==> src/hw/rtl/tpfe_pkg.sv <==
// Shared types and constants for the touch point filter and event detector.
package tpfe_pkg;

   localparam int SAMPLE_W   = 16;
   localparam int THR_W      = 16;
   localparam int MOVE_W     = 12;
   localparam int SPAN_W     = 12;
   localparam int COEF_W     = 16;
   localparam int POS_W      = 22;
   localparam int CSR_IDX_W  = 4;
   localparam int CSR_DATA_W = 16;

   localparam int SCALE_W          = SAMPLE_W + SPAN_W;
   localparam int DIV100_SHIFT     = 35;
   localparam int DIV100_RECIP_W   = 29;
   localparam logic [DIV100_RECIP_W-1:0] DIV100_RECIP = 29'd343597384;
   localparam int DIV100_W         = SCALE_W + DIV100_RECIP_W;
   localparam int RAW_W            = 22;
   localparam int CAL_PROD_W       = RAW_W + 1 + COEF_W;
   localparam int CAL_NUM_W        = CAL_PROD_W + 1;
   localparam int FRAC_W           = 12;
   localparam int CAL_Q_W          = CAL_NUM_W - FRAC_W;

   typedef logic signed [POS_W-1:0] pos_type;

   localparam pos_type POS_MAX = {1'b0, {(POS_W-1){1'b1}}};
   localparam pos_type POS_MIN = {1'b1, {(POS_W-1){1'b0}}};

   typedef struct packed {
      pos_type x;
      pos_type y;
   } hist_entry_type;

   typedef struct packed {
      logic [THR_W-1:0]         press_threshold;
      logic [MOVE_W-1:0]        move_threshold;
      logic [SPAN_W-1:0]        x_span;
      logic [SPAN_W-1:0]        y_span;
      logic signed [COEF_W-1:0] x_slope;
      logic signed [COEF_W-1:0] x_offset;
      logic signed [COEF_W-1:0] y_slope;
      logic signed [COEF_W-1:0] y_offset;
   } cfg_type;

   localparam cfg_type CFG_RESET = '{
      press_threshold: 16'd50,
      move_threshold:  12'd5,
      x_span:          12'd800,
      y_span:          12'd480,
      x_slope:         16'sd4096,
      x_offset:        16'sd0,
      y_slope:         16'sd4096,
      y_offset:        16'sd0
   };

   typedef enum logic [CSR_IDX_W-1:0] {
      CSR_PRESS_THRESHOLD = 4'd0,
      CSR_MOVE_THRESHOLD  = 4'd1,
      CSR_X_SPAN          = 4'd2,
      CSR_Y_SPAN          = 4'd3,
      CSR_X_SLOPE         = 4'd4,
      CSR_X_OFFSET        = 4'd5,
      CSR_Y_SLOPE         = 4'd6,
      CSR_Y_OFFSET        = 4'd7
   } csr_index_type;

   typedef enum logic [1:0] {
      EV_NONE    = 2'd0,
      EV_PRESS   = 2'd1,
      EV_RELEASE = 2'd2,
      EV_MOVE    = 2'd3
   } event_type;

   typedef enum logic [2:0] {
      ST_IDLE,
      ST_SCALE,
      ST_DIV,
      ST_MUL,
      ST_SAT,
      ST_ACC,
      ST_AVG,
      ST_OUT
   } state_type;

endpackage

==> src/hw/rtl/tpfe_hist_ram.sv <==
// History ring memory with per-entry valid bits; unwritten entries read as zero.
module tpfe_hist_ram import tpfe_pkg::*; #(
   parameter int DEPTH  = 4,
   parameter int ADDR_W = 2
) (
   input  logic              clock,
   input  logic              reset,
   input  logic              rd_en,
   input  logic [ADDR_W-1:0] rd_addr,
   output hist_entry_type    rd_data,
   input  logic              wr_en,
   input  logic [ADDR_W-1:0] wr_addr,
   input  hist_entry_type    wr_data
);

   hist_entry_type    mem_ff [DEPTH];
   logic [DEPTH-1:0]  valid_ff;
   hist_entry_type    rd_data_ff;

   always_ff @(posedge clock) begin
      if (reset) begin
         valid_ff <= '0;
      end else if (wr_en) begin
         valid_ff[wr_addr] <= 1'b1;
      end
   end

   always_ff @(posedge clock) begin
      if (wr_en) begin
         mem_ff[wr_addr] <= wr_data;
      end
      if (rd_en) begin
         rd_data_ff <= valid_ff[rd_addr] ? mem_ff[rd_addr] : '0;
      end
   end

   assign rd_data = rd_data_ff;

endmodule

==> config.mk <==
export PLATFORM = sky130hd
export DESIGN_NAME = tpfe_hist_ram
export DESIGN_NICKNAME = d
export VERILOG_FILES = /design/src/hw/rtl/tpfe_pkg.sv /design/src/hw/rtl/tpfe_hist_ram.sv
export SDC_FILE = /design/constraint.sdc
export NUM_CORES = 1
export LEC_CHECK = 0
export BUFFER_PORTS_ARGS = -buffer_cell sky130_fd_sc_hd__buf_2
export CORE_MARGIN = 4
export CORE_UTILIZATION = 45
export CTS_BUF_LIST = sky130_fd_sc_hd__clkbuf_4 sky130_fd_sc_hd__clkbuf_8
export CTS_CLUSTER_DIAMETER = 100
export DETAILED_ROUTE_END_ITERATION = 6
export MAX_ROUTING_LAYER = met4
export SYNTH_ARGS = -nofsm -noshare
export SYNTH_HDL_FRONTEND = slang
export SYNTH_SLANG_ARGS = --single-unit
export TNS_END_PERCENT = 100
==> constraint.sdc <==
create_clock -name clock -period 9 [get_ports clock]
set_input_delay 0.9 -clock clock [delete_from_list [all_inputs] [get_ports clock]]
set_output_delay 0.9 -clock clock [all_outputs]
set_load 0.005 [all_outputs]
==> results.toml <==
[critical_path]
endpoint = "rd_data[21]"
path_depth = 4
crit_fanout = 45
rrSetupSlack_ns = 7.18
path_cells = "buf_2 -> buf_4 -> mux4_2 -> and2_2"
crit_family = "multiplexers"
reg2reg_depth = 2
regToRegEndpoint = "rd_data[21]"
critPathRequiredTime_ns = 9.25
critical_path_class = "input port to register"
crit_buf_inv = 2
critPathLaunchType = "input port"
startpoint = "rd_addr[0]"
end_kind = "register"
cp.arrival_ns = 3.05
worst_path_max_delay_cell = "mux4_2"
r2r-start = "valid_ff[2]"
slowest_delay_ns = 1.03

[power]
vdd_drop_max_mv = 0.117
p_int_mw = 1.73
power_frac_clock_pct = 38.6
p_per_area_mw_per_mm2 = 220
switching_power_uw = 439
total_leakage_power_nw = 3.61
sw_frac_of_total_pct = 20.2
total_power_mw = 2.17
pwr-share-comb_pct = 5.3
p_seq_share_pct = 56.0

[die]
io_pins = 96
die_y_um = 145
start_util_pct = 46.3
rows = 49
die_w_um = 145
design.die.area_sq_mm = 0.0209
core-area_sq_mm = 0.0181

[grt]
grtUsageTotal_pct = 15.1
grt_pass1_wl_um = 22400
first_global_vias = 3951
grt_max_degree = 46
antenna_found_initial = 2
grt_overflow = 0

[cells_and_area]
nets = 520
area_growth_pct = 17.3
final_cell_mix = "edfxtp_1 (220), buf_2 (95), clkbuf_8 (41), and2_4 (40), mux4_1 (40)"
final_common_cell = "edfxtp_1"
drive_gt1_share_pct = 44.4
finalNonFillerCells = 726

[run_status]
status = "finished, final reports clean"

[detailed_routing]
viasPerCell = 5.11
ant_nets = 0
wl_per_cell_um = 20.4
drc_errors = 0
initialDrtViolationCount = 165
firstDrtPassIters = 4
drt-total-wl_um = 14800
dr_total_vias = 3711

[timing]
rsz0062_at_grt = "no"
setup_violations = 0
tightest_slew_ns = 0.988
final_max_slew_viol_count = 0
finClkSkew_ns = 0.00997
setup_tns_ns = 0
maxSlewHeadroom_pct = 34.1
final.setup.worst_slack_ns = 6.20
fin_worst_hold_slack_ns = 0.456
final-hold-violation-count = 0
fmax_mhz = 357
fin_crit_sh_pct = 31.1
finalCriticalPeriod_ns = 2.80

[cts]
ctsLongestPathBuffers = 3
htreeDepth = 2
cts_tree = "done"
clkSlewWorstSetupHoldPaths_ns = 0.06
cts_setup_buffers = 0
clk_latency_ns = 0.50
cts_hold_buf = 0
cts-resized-gates = 0
cts.sinks = 224
cts-root-buf = "clkbuf_8"
cts-buffers-inserted = 38

[place]
dpl.hpwl_um = 8000
io_buffers = 95
place_ws_ns = 5.62
place_congestion = 0.653
dp_cells = 657

[yosys]
ys_types = 19
synthSimpleGateAreaFrac_pct = 4.92
synth-compound-area-share_pct = 0.372
synth_nets = 390
synth-edff-count = 220
syn_area_per_cell_sq_um = 24.9
ys_ff_latch = 224
yosysWarnings = 0
synth_xor_area_share_pct = 0
postSynth.asyncResetShare_pct = 0
syn_inst = 338
synth_fa_ha_area_share_pct = 0
ys_seq_area_share_pct = 79.5
ys.flop_type = "edfxtp_1"
synth_top_family_by_area = "multiplexers"
muxShareOfSynthArea_pct = 13.8
syn_area_sq_mm = 0.00841

[job]
maxCapViolations = 0

[min_path]
holdPathStages = 2
min_path_type = "register to register"
flip-flops by register name, summed over array words and instances (netlist names):
| signal | count |
|---|---|
| rd_data | 44 |
| mem_ff | 176 |
| valid_ff | 4 |
power groups by stage:
stage	Combinational (mW)	Clock [mW]	Sequential, mW
2_1_floorplan	0.0660	0	1.24
3_3_place_gp	0.116	0	1.23
3_5_place_dp	0.119	0	1.24
4_1_cts	0.119	0.871	1.22
5_1_grt	0.127	0.927	1.22
6_report	0.115	0.838	1.22
synth_stat cells, types with 2 or more instances:
cell,count,share of area [%]
edfxtp_1,220,79
and2_4,40,4.2
mux4_1,40,12
buf_6,5,0.67
mux4_2,5,1.3
and2_2,4,0.36
buf_1,4,0.18
buf_4,4,0.36
dfxtp_1,4,0.95
inv_1,2,0.089
o21ba_2,2,0.24
area by class of cell:
type | count | area [sq um]
Fill cell | 1430 | 8290
Clock buffer | 53 | 654
Antenna cell | 2 | 5.00
Inverter | 2 | 7.51
Timing Repair Buffer | 104 | 543
Sequential cell | 224 | 6690
Multi-Input combinational cell | 98 | 1620
Clock inverter | 14 | 62.6
Tap cell | 229 | 287
worst min path at each step:
stage / start / end / slack, ns
2_1_floorplan: valid_ff[1] / valid_ff[1] / 0.42
3_3_place_gp: valid_ff[1] / valid_ff[1] / 0.43
3_5_place_dp: valid_ff[1] / valid_ff[1] / 0.45
4_1_cts: valid_ff[1] / valid_ff[1] / 0.46
5_1_grt: valid_ff[1] / valid_ff[1] / 0.50
6_report: valid_ff[1] / valid_ff[1] / 0.46
through the flow:
step | instance area, sq um | util (%)
6_report | 9860 | 54.3
3_3_place_gp | 9140 | 50.4
4_1_cts | 9860 | 54.3
3_5_place_dp | 9140 | 50.4
5_1_grt | 9860 | 54.3
2_1_floorplan | 8410 | -
routing by layer:
| layer | global-route usage [%] | routed length, um | vias up |
|---|---|---|---|
| met5 | - | 0 | - |
| met4 | 5.55 | 257 | 0 |
| met3 | 3.68 | 808 | 23 |
| met2 | 25.0 | 7690 | 104 |
| met1 | 18.2 | 6070 | 1883 |
| li1 | - | - | 1701 |
worst register-to-register path, stage by stage (launching register included):
cell and delay, ns:
dfxtp_1 0.32, mux4_2 0.89, and2_2 0.36
kinds of logic (layout without fill, tap and decap cells):
kind of cell    Yosys count  count (layout)
mux                      45              45
compound gates            4               4
other cells               0               2
buf+inv                  16             173
simple gates             49              49
flops                   224             224
Power figures use the tool's default switching activity.
